<file path="src/hdl/cbcr_pkg.sv">
`timescale 1ns / 1ps

package cbcr_pkg;

    localparam int SECTOR_W = 32;
    localparam int ENTRY_W  = 6;
    localparam int KIND_W   = 2;

    localparam logic [KIND_W-1:0] KIND_MISS  = 2'd0;
    localparam logic [KIND_W-1:0] KIND_TOUCH = 2'd1;
    localparam logic [KIND_W-1:0] KIND_FLUSH = 2'd2;

    localparam logic ACT_WRITE_BACK = 1'b0;
    localparam logic ACT_READ       = 1'b1;

    typedef enum logic [2:0] {
        ST_IDLE,
        ST_SWEEP,
        ST_WB,
        ST_RD,
        ST_FL_SCAN,
        ST_FL_LAST
    } t_state;

    typedef struct packed {
        logic                valid;
        logic                action;
        logic [SECTOR_W-1:0] sector;
        logic [ENTRY_W-1:0]  entry;
        logic                last;
    } t_beat;

endpackage

</file>
<file path="src/hdl/cbcr_tag_ram.sv">
`timescale 1ns / 1ps

module cbcr_tag_ram
    import cbcr_pkg::*;
#(
    parameter int DEPTH  = 64,
    parameter int ADDR_W = 6
) (
    input  logic                i_clk,
    input  logic                i_we,
    input  logic [ADDR_W-1:0]   i_waddr,
    input  logic [SECTOR_W-1:0] i_wdata,
    input  logic                i_re,
    input  logic [ADDR_W-1:0]   i_raddr,
    output logic [SECTOR_W-1:0] o_rdata
);

    logic [SECTOR_W-1:0] r_mem [DEPTH];
    logic [SECTOR_W-1:0] r_rdata;

    always_ff @(posedge i_clk) begin
        if (i_we) begin
            r_mem[i_waddr] <= i_wdata;
        end
        // rdata holds until the next read
        if (i_re) begin
            r_rdata <= r_mem[i_raddr];
        end
    end

    assign o_rdata = r_rdata;

endmodule

</file>
<file path="src/hdl/cbcr_seq.sv">
`timescale 1ns / 1ps

module cbcr_seq
    import cbcr_pkg::*;
#(
    parameter int NUM_ENTRIES = 64,
    parameter int IDX_W       = 6,
    parameter int CNT_W       = 7
) (
    input  logic                i_clk,
    input  logic                i_rst_n,
    input  logic                i_in_valid,
    output logic                o_in_ready,
    input  logic [KIND_W-1:0]   i_kind,
    input  logic [SECTOR_W-1:0] i_sector,
    input  logic [ENTRY_W-1:0]  i_entry,
    input  logic                i_is_write,
    input  logic                i_slot_free,
    output t_beat               o_beat,
    output logic                o_ram_we,
    output logic [IDX_W-1:0]    o_ram_waddr,
    output logic [SECTOR_W-1:0] o_ram_wdata,
    output logic                o_ram_re,
    output logic [IDX_W-1:0]    o_ram_raddr,
    input  logic [SECTOR_W-1:0] i_ram_rdata
);

    t_state                 r_state, n_state;
    logic [NUM_ENTRIES-1:0] r_dirty, n_dirty;
    logic [NUM_ENTRIES-1:0] r_acc, n_acc;
    logic [CNT_W-1:0]       r_fill, n_fill;
    logic [IDX_W-1:0]       r_hand, n_hand;
    logic [CNT_W-1:0]       r_idx, n_idx;
    logic [IDX_W-1:0]       r_victim, n_victim;
    logic [SECTOR_W-1:0]    r_sector, n_sector;
    logic                   r_pend, n_pend;

    logic             full;
    logic             scan_done;
    logic             take;
    logic [IDX_W-1:0] cur;

    function automatic logic [IDX_W-1:0] next_slot(input logic [IDX_W-1:0] h);
        logic [IDX_W-1:0] nxt;
        nxt = (h == IDX_W'(NUM_ENTRIES - 1)) ? '0 : h + 1'b1;
        return nxt;
    endfunction

    // valid entries always form a prefix, tracked by the fill count
    assign full       = (r_fill == CNT_W'(NUM_ENTRIES));
    assign scan_done  = (r_idx == CNT_W'(NUM_ENTRIES));
    assign cur        = r_idx[IDX_W-1:0];
    assign take       = o_beat.valid && i_slot_free;
    assign o_in_ready = (r_state == ST_IDLE);

    always_comb begin
        n_state = r_state;
        case (r_state)
            ST_IDLE: begin
                if (i_in_valid) begin
                    case (i_kind)
                        KIND_MISS:  n_state = full ? ST_SWEEP : ST_RD;
                        KIND_FLUSH: n_state = ST_FL_SCAN;
                        default:    n_state = ST_IDLE;
                    endcase
                end
            end
            ST_SWEEP: begin
                if (!r_acc[cur]) begin
                    n_state = r_dirty[cur] ? ST_WB : ST_RD;
                end
            end
            ST_WB: begin
                if (take) begin
                    n_state = ST_RD;
                end
            end
            ST_RD: begin
                if (take) begin
                    n_state = ST_IDLE;
                end
            end
            ST_FL_SCAN: begin
                if (scan_done) begin
                    n_state = r_pend ? ST_FL_LAST : ST_IDLE;
                end
            end
            ST_FL_LAST: begin
                if (take) begin
                    n_state = ST_IDLE;
                end
            end
            default: n_state = ST_IDLE;
        endcase
    end

    always_comb begin
        n_dirty     = r_dirty;
        n_acc       = r_acc;
        n_fill      = r_fill;
        n_hand      = r_hand;
        n_idx       = r_idx;
        n_victim    = r_victim;
        n_sector    = r_sector;
        n_pend      = r_pend;
        o_beat      = '0;
        o_ram_we    = 1'b0;
        o_ram_waddr = r_victim;
        o_ram_wdata = r_sector;
        o_ram_re    = 1'b0;
        o_ram_raddr = cur;
        case (r_state)
            ST_IDLE: begin
                if (i_in_valid) begin
                    case (i_kind)
                        KIND_MISS: begin
                            n_sector = i_sector;
                            if (!full) begin
                                n_victim                    = r_fill[IDX_W-1:0];
                                o_ram_we                    = 1'b1;
                                o_ram_waddr                 = r_fill[IDX_W-1:0];
                                o_ram_wdata                 = i_sector;
                                n_fill                      = r_fill + 1'b1;
                                n_dirty[r_fill[IDX_W-1:0]] = 1'b0;
                                n_acc[r_fill[IDX_W-1:0]]   = 1'b0;
                            end else begin
                                n_idx = CNT_W'(r_hand);
                            end
                        end
                        KIND_TOUCH: begin
                            if (7'(i_entry) < 7'(r_fill)) begin
                                n_acc[i_entry[IDX_W-1:0]] = 1'b1;
                                if (i_is_write) begin
                                    n_dirty[i_entry[IDX_W-1:0]] = 1'b1;
                                end
                            end
                        end
                        KIND_FLUSH: begin
                            n_idx  = '0;
                            n_pend = 1'b0;
                        end
                        default: ;
                    endcase
                end
            end
            ST_SWEEP: begin
                if (r_acc[cur]) begin
                    n_acc[cur] = 1'b0;
                    n_idx      = CNT_W'(next_slot(cur));
                end else begin
                    n_victim = cur;
                    n_hand   = next_slot(cur);
                    if (r_dirty[cur]) begin
                        // old tag comes back next cycle for the write-back
                        o_ram_re = 1'b1;
                    end else begin
                        o_ram_we    = 1'b1;
                        o_ram_waddr = cur;
                    end
                end
            end
            ST_WB: begin
                o_beat.valid  = 1'b1;
                o_beat.action = ACT_WRITE_BACK;
                o_beat.sector = i_ram_rdata;
                o_beat.entry  = ENTRY_W'(r_victim);
                o_beat.last   = 1'b0;
                if (take) begin
                    o_ram_we          = 1'b1;
                    n_dirty[r_victim] = 1'b0;
                    n_acc[r_victim]   = 1'b0;
                end
            end
            ST_RD: begin
                o_beat.valid  = 1'b1;
                o_beat.action = ACT_READ;
                o_beat.sector = r_sector;
                o_beat.entry  = ENTRY_W'(r_victim);
                o_beat.last   = 1'b1;
            end
            ST_FL_SCAN: begin
                if (!scan_done) begin
                    if (r_dirty[cur]) begin
                        // a further dirty entry exists, so the pending one is not last
                        if (r_pend) begin
                            o_beat.valid  = 1'b1;
                            o_beat.action = ACT_WRITE_BACK;
                            o_beat.sector = i_ram_rdata;
                            o_beat.entry  = ENTRY_W'(r_victim);
                            o_beat.last   = 1'b0;
                        end
                        if (!r_pend || take) begin
                            n_dirty[cur] = 1'b0;
                            o_ram_re     = 1'b1;
                            n_victim     = cur;
                            n_pend       = 1'b1;
                            n_idx        = r_idx + 1'b1;
                        end
                    end else begin
                        n_idx = r_idx + 1'b1;
                    end
                end
            end
            ST_FL_LAST: begin
                o_beat.valid  = 1'b1;
                o_beat.action = ACT_WRITE_BACK;
                o_beat.sector = i_ram_rdata;
                o_beat.entry  = ENTRY_W'(r_victim);
                o_beat.last   = 1'b1;
            end
            default: ;
        endcase
    end

    always_ff @(posedge i_clk) begin
        if (!i_rst_n) begin
            r_state <= ST_IDLE;
            r_dirty <= '0;
            r_acc   <= '0;
            r_fill  <= '0;
            r_hand  <= '0;
            r_pend  <= 1'b0;
        end else begin
            r_state <= n_state;
            r_dirty <= n_dirty;
            r_acc   <= n_acc;
            r_fill  <= n_fill;
            r_hand  <= n_hand;
            r_pend  <= n_pend;
        end
    end

    always_ff @(posedge i_clk) begin
        r_idx    <= n_idx;
        r_victim <= n_victim;
        r_sector <= n_sector;
    end

endmodule

</file>
<file path="src/hdl/clock_buffer_cache_replacement_core.sv">
`timescale 1ns / 1ps

// Channel  Handshake          Payload
// -------  -----------------  ------------------------------------------------
// in       i_valid / o_ready  i_kind, i_sector, i_entry, i_is_write
// out      o_valid / i_ready  o_action, o_out_sector, o_out_entry, o_last
//
// Touch and unused kinds are handled in IDLE. Miss with a free entry: tag write, then the read beat.
// Miss when full: up to NUM_ENTRIES+1 clock-hand steps, then 1 or 2 beats; the sweep
// moves one entry per cycle. Flush: one write-back beat per dirty entry, the final one
// marked last; the scan visits one entry per cycle, except while a write-back beat waits
// on the output, through the tag RAM read port.
// Synchronous active-low reset clears marks, fill count and hand at once (no clearing pass).
// A stalled output holds the sequencer; o_ready is low until the item is finished.

module clock_buffer_cache_replacement_core
    import cbcr_pkg::*;
#(
    parameter int NUM_ENTRIES = 64
) (
    input  logic                i_clk,
    input  logic                i_rst_n,
    input  logic                i_valid,
    output logic                o_ready,
    input  logic [KIND_W-1:0]   i_kind,
    input  logic [SECTOR_W-1:0] i_sector,
    input  logic [ENTRY_W-1:0]  i_entry,
    input  logic                i_is_write,
    output logic                o_valid,
    input  logic                i_ready,
    output logic                o_action,
    output logic [SECTOR_W-1:0] o_out_sector,
    output logic [ENTRY_W-1:0]  o_out_entry,
    output logic                o_last
);

    localparam int IDX_W = $clog2(NUM_ENTRIES);
    localparam int CNT_W = $clog2(NUM_ENTRIES + 1);

    t_beat               beat;
    logic                slot_free;
    logic                ram_we;
    logic [IDX_W-1:0]    ram_waddr;
    logic [SECTOR_W-1:0] ram_wdata;
    logic                ram_re;
    logic [IDX_W-1:0]    ram_raddr;
    logic [SECTOR_W-1:0] ram_rdata;

    logic                r_o_valid;
    logic                r_action;
    logic [SECTOR_W-1:0] r_sector;
    logic [ENTRY_W-1:0]  r_entry;
    logic                r_last;

    assign slot_free = !r_o_valid || i_ready;

    cbcr_seq #(
        .NUM_ENTRIES (NUM_ENTRIES),
        .IDX_W       (IDX_W),
        .CNT_W       (CNT_W)
    ) u_seq (
        .i_clk       (i_clk),
        .i_rst_n     (i_rst_n),
        .i_in_valid  (i_valid),
        .o_in_ready  (o_ready),
        .i_kind      (i_kind),
        .i_sector    (i_sector),
        .i_entry     (i_entry),
        .i_is_write  (i_is_write),
        .i_slot_free (slot_free),
        .o_beat      (beat),
        .o_ram_we    (ram_we),
        .o_ram_waddr (ram_waddr),
        .o_ram_wdata (ram_wdata),
        .o_ram_re    (ram_re),
        .o_ram_raddr (ram_raddr),
        .i_ram_rdata (ram_rdata)
    );

    cbcr_tag_ram #(
        .DEPTH  (NUM_ENTRIES),
        .ADDR_W (IDX_W)
    ) u_tag_ram (
        .i_clk   (i_clk),
        .i_we    (ram_we),
        .i_waddr (ram_waddr),
        .i_wdata (ram_wdata),
        .i_re    (ram_re),
        .i_raddr (ram_raddr),
        .o_rdata (ram_rdata)
    );

    // output register: one beat buffered toward the consumer
    always_ff @(posedge i_clk) begin
        if (!i_rst_n) begin
            r_o_valid <= 1'b0;
        end else if (beat.valid && slot_free) begin
            r_o_valid <= 1'b1;
        end else if (i_ready) begin
            r_o_valid <= 1'b0;
        end
    end

    always_ff @(posedge i_clk) begin
        if (beat.valid && slot_free) begin
            r_action <= beat.action;
            r_sector <= beat.sector;
            r_entry  <= beat.entry;
            r_last   <= beat.last;
        end
    end

    assign o_valid      = r_o_valid;
    assign o_action     = r_action;
    assign o_out_sector = r_sector;
    assign o_out_entry  = r_entry;
    assign o_last       = r_last;

endmodule
</file>
<file path="config.mk">
export PLATFORM = sky130hd
export DESIGN_NAME = clock_buffer_cache_replacement_core
export DESIGN_NICKNAME = d
export VERILOG_FILES = /design/src/hdl/cbcr_pkg.sv /design/src/hdl/cbcr_tag_ram.sv /design/src/hdl/cbcr_seq.sv /design/src/hdl/clock_buffer_cache_replacement_core.sv
export SDC_FILE = /design/constraint.sdc
export NUM_CORES = 2
export LEC_CHECK = 0
export BUFFER_PORTS_ARGS = -buffer_cell sky130_fd_sc_hd__buf_2
export CORE_MARGIN = 1.5
export CORE_UTILIZATION = 35
export CTS_CLUSTER_SIZE = 10
export DETAILED_ROUTE_END_ITERATION = 8
export GPL_ROUTABILITY_DRIVEN = 0
export SYNTH_ARGS = -nofsm -noshare
export SYNTH_HDL_FRONTEND = slang
export SYNTH_HIERARCHICAL = 1
export SYNTH_SLANG_ARGS = --single-unit
</file>
<file path="constraint.sdc">
create_clock -name i_clk -period 7.1 [get_ports i_clk]
set_input_delay 0.71 -clock i_clk [delete_from_list [all_inputs] [get_ports i_clk]]
set_output_delay 0.71 -clock i_clk [all_outputs]
set_load 0.05 [all_outputs]
</file>
==> impl_metrics.py <==
metrics = {
    "global_routing": {
        "grt_use_met2_pct": 31.3,
        "grt_pass1_wl_um": 390000,
        "use_met1_pct": 27.1,
        "first_global_vias": 53300,
        "grt_overflow_total": 0,
        "grt_max_degree": 109,
        "busiest_layer": "met2",
        "met3_usage_pct": 3.76,
        "grt_antenna_before_repair": 14,
        "grt.total_usage_pct": 19.6,
    },
    "clock_network": {
        "cts_hold_buffers": 12,
        "root_buffer": "clkbuf_16",
        "cts_num_sinks": 2311,
        "ctsResizeCount": 0,
        "clkTransAtPathRegs_ns": 0.06,
        "clk_latency_ns": 0.86,
        "h-tree-depth": 5,
        "cts_inserted_buffers": 279,
        "cts_buffer_depth": 4,
        "cts_setup_buffers": 0,
        "tritoncts": "built",
    },
    "synth": {
        "postSynthAreaPerCell_um2": 17.6,
        "synth_cells": 5363,
        "ys_seq_elements": 2311,
        "synth_fa_ha_area_share_pct": 0.120,
        "synth_nets": 5417,
        "syn-cell-area_um2": 94200,
        "yosys.area_share.xor_xnor_pct": 0.0930,
        "synth_top_family_by_area": "multiplexers",
        "synthSimpleGateAreaFrac_pct": 4.26,
        "ys_types": 86,
        "synth-compound-area-share_pct": 7.61,
        "yosys_most_used_dff": "edfxtp_1",
        "synthArstFlopShare_pct": 0,
        "synth_mux_area_share_pct": 13.5,
        "seq_area_frac_synth_pct": 72.1,
        "synth_edf_count": 2165,
        "yosysWarnings": 6,
    },
    "worst_setup_path": {
        "cp-startpoint": "u_seq/r_idx[0]$_DFFE_PP_",
        "worstPathArrival_ns": 6.58,
        "r2r_start": "u_seq/r_idx[0]$_DFFE_PP_",
        "start_kind": "flip-flop",
        "critPathMaxFanout": 36,
        "endpoint_kind": "flip-flop",
        "crit_path_end": "u_tag_ram/r_mem[13][21]$_DFFE_PP_",
        "crit_path_max_incr_delay_ns": 0.80,
        "worst-setup-path-type": "reg -> reg",
        "cp_slowest_cell": "edfxtp_1",
        "crit_chain": "buf_12, mux2_4, a221oi_2, o22ai_1, a22o_1, nor4_2, buf_4, and2_1, o22ai_1, a221o_1, nand3b_1, or2_1, nor2_4, buf_12",
        "rr_endpoint": "u_tag_ram/r_mem[13][21]$_DFFE_PP_",
        "worstRegToRegCells": 14,
        "cp.required_ns": 7.62,
        "r2r_slack_ns": 1.04,
    },
    "job": {
        "cap_viol_max_count": 1,
    },
    "route": {
        "drt_iter0_drc": 7372,
        "wirelength_um": 273000,
        "wl_per_cell_um": 29.7,
        "drtAntennaViolNets": 0,
        "drt-pass1-iter-count": 8,
        "drt_drc_violations_left": 0,
        "via_count": 54500,
        "viasPerCell": 5.92,
    },
    "floorplan": {
        "die_area_um2": 272000,
        "coreArea_um2": 268000,
        "die_h_um": 522,
        "start_util_pct": 35.2,
        "io-pin-count": 87,
        "fp.dieW_um": 522,
        "rows": 190,
    },
    "timing": {
        "fin_skew_ns": 0.0882,
        "fmax_mhz": 165,
        "fin_setup_tns_ns": 0,
        "period_minus_slack_ns": 6.06,
        "hold_viol": 0,
        "rsz0062_at_grt": "false",
        "max-slew-margin-rel_pct": 1.41,
        "worst_pin_slew_ns": 1.47,
        "setup_viol": 0,
        "fin_crit_sh_pct": 85.4,
        "slew_viol_final": 0,
    },
    "layout": {
        "final_common_cell": "edfxtp_1",
        "syn_to_final_growth_pct": 14.0,
        "design_area_um2": 107000,
        "drive_gt1_share_pct": 21.9,
        "final_cell_mix": "2165 x edfxtp_1, 460 x mux4_2, 285 x nand2_1",
        "nNetsFinal": 5632,
    },
    "pwr": {
        "powerDensity_nw_per_um2": 393,
        "p_leak_nw": 33.3,
        "vdd_ir_drop_max_mv": 0.300,
    },
    "hold_path": {
        "worst_hold_path_type": "in -> reg",
        "min_from": "i_sector[26]",
    },
    "placed_design": {
        "io_buffer_count": 86,
        "dp_hpwl_um": 171000,
        "dpl_cell_area_um2": 99700,
    },
    "outcome": {
        "status": "complete, but fails checks",
        "violations": "capacitance limit",
    },
}
[worst max-delay path, delay by kind of cell (launching register included)]
family	cells	cell delay, ns
and+or+nand+nor	5	2.47
AOI/OAI and AO/OA	5	1.35
DFF	1	0.80
buffers and inverters	3	0.79
muxes	1	0.33
[registers in the layout, indices dropped and copies added (netlist names), 3 cells and up]
| signal | cells |
|---|---|
| u_tag_ram/o_rdata | 32 |
| o_out_sector | 32 |
| u_seq/r_idx | 7 |
| o_out_entry | 6 |
| u_tag_ram/r_mem | 2048 |
| u_seq/r_victim | 6 |
| u_seq/r_sector | 32 |
| u_seq/r_state | 3 |
| u_seq/r_hand | 6 |
| u_seq/r_fill | 7 |
| u_seq/r_acc | 64 |
| u_seq/r_dirty | 64 |
[where the power goes]
| group | internal [W] | total (W) | switching [W] |
|---|---|---|---|
| combinational | 0.00440 | 0.0134 | 0.00896 |
| clock | 0.00723 | 0.0125 | 0.00528 |
| sequential | 0.0160 | 0.0163 | 0.000335 |
| total | 0.0276 | 0.0422 | 0.0146 |
[through the flow]
stage	std cells	total power, W	hold slack, ns	setup WS (ns)	util [%]
6_report	9196	0.0422	0.0522	1.04	40.1
5_1_grt	9193	0.0435	0.0123	0.967	40.1
4_1_cts	9193	0.0423	0.00108	1.19	40.1
3_5_place_dp	8837	0.0299	0.445	1.18	37.2
3_3_place_gp	8837	0.0297	0.438	1.26	37.2
2_1_floorplan	5363	0.0250	0.424	1.47	-
[kinds of logic after synthesis]
kind of cell,count (synthesis)
mux,677
flops,2311
simple gates,881
buf+inv,431
xor+xnor,10
fa+ha+maj,9
compound gates,1044
[worst min path at each step]
stage | to | slack, ns | depth (start not counted)
6_report | u_seq/r_sector[26]$_DFFE_PP_ | 0.05 | 1
5_1_grt | u_seq/r_sector[11]$_DFFE_PP_ | 0.01 | 1
3_3_place_gp | u_seq/r_hand[0]$_SDFFE_PN0P_ | 0.44 | 2
4_1_cts | u_seq/r_sector[30]$_DFFE_PP_ | 0.001 | 1
2_1_floorplan | u_seq/r_acc[39]$_SDFFE_PN0P_ | 0.42 | 2
3_5_place_dp | u_seq/r_hand[1]$_SDFFE_PN0P_ | 0.45 | 2
[final cells by class]
class	instances	area, um2
well taps	3552	4440
repair buffers	303	2350
inverters	62	233
clock buffers	310	7230
clock inverters	34	398
multi-input cells	2621	24800
diodes	3	7.51
fillers	23700	160000
flip-flops and latches	2311	67900
[routing by layer]
metal / up-vias / wire length (um)
li1: 22400 / -
met1: 28500 / 112000
met4: 4 / 9740
met2: 3028 / 129000
met5: - / 24
met3: 624 / 23600
[cells in the mapped netlist (14+ instances only)]
master	n	share of area, %
a211oi_1	36	0.29
a21boi_0	15	0.12
dfxtp_1	146	3.1
a21oi_1	181	0.96
nand3_1	159	0.84
inv_1	57	0.23
nand4_1	14	0.093
or3_1	15	0.10
nand2b_1	19	0.13
nor2b_1	22	0.15
o21ai_1	44	0.23
buf_2	72	0.38
a211o_1	17	0.16
buf_1	21	0.084
o221ai_1	84	0.78
mux2i_1	200	2.1
a221oi_1	43	0.40
clkbuf_1	195	0.78
a22oi_1	143	1.1
o22ai_1	118	0.78
and2_1	20	0.13
nor3_1	43	0.23
a22o_1	46	0.43
a31oi_1	35	0.23
and3_1	18	0.12
mux4_2	460	11
o22a_1	14	0.13
o21ai_0	136	0.72
edfxtp_1	2165	69
nor2_1	207	0.82
buf_6	33	0.39
nand2_1	317	1.3
o211ai_1	38	0.30
buf_4	38	0.30
Note: power is estimated with default switching activity, not from simulation.
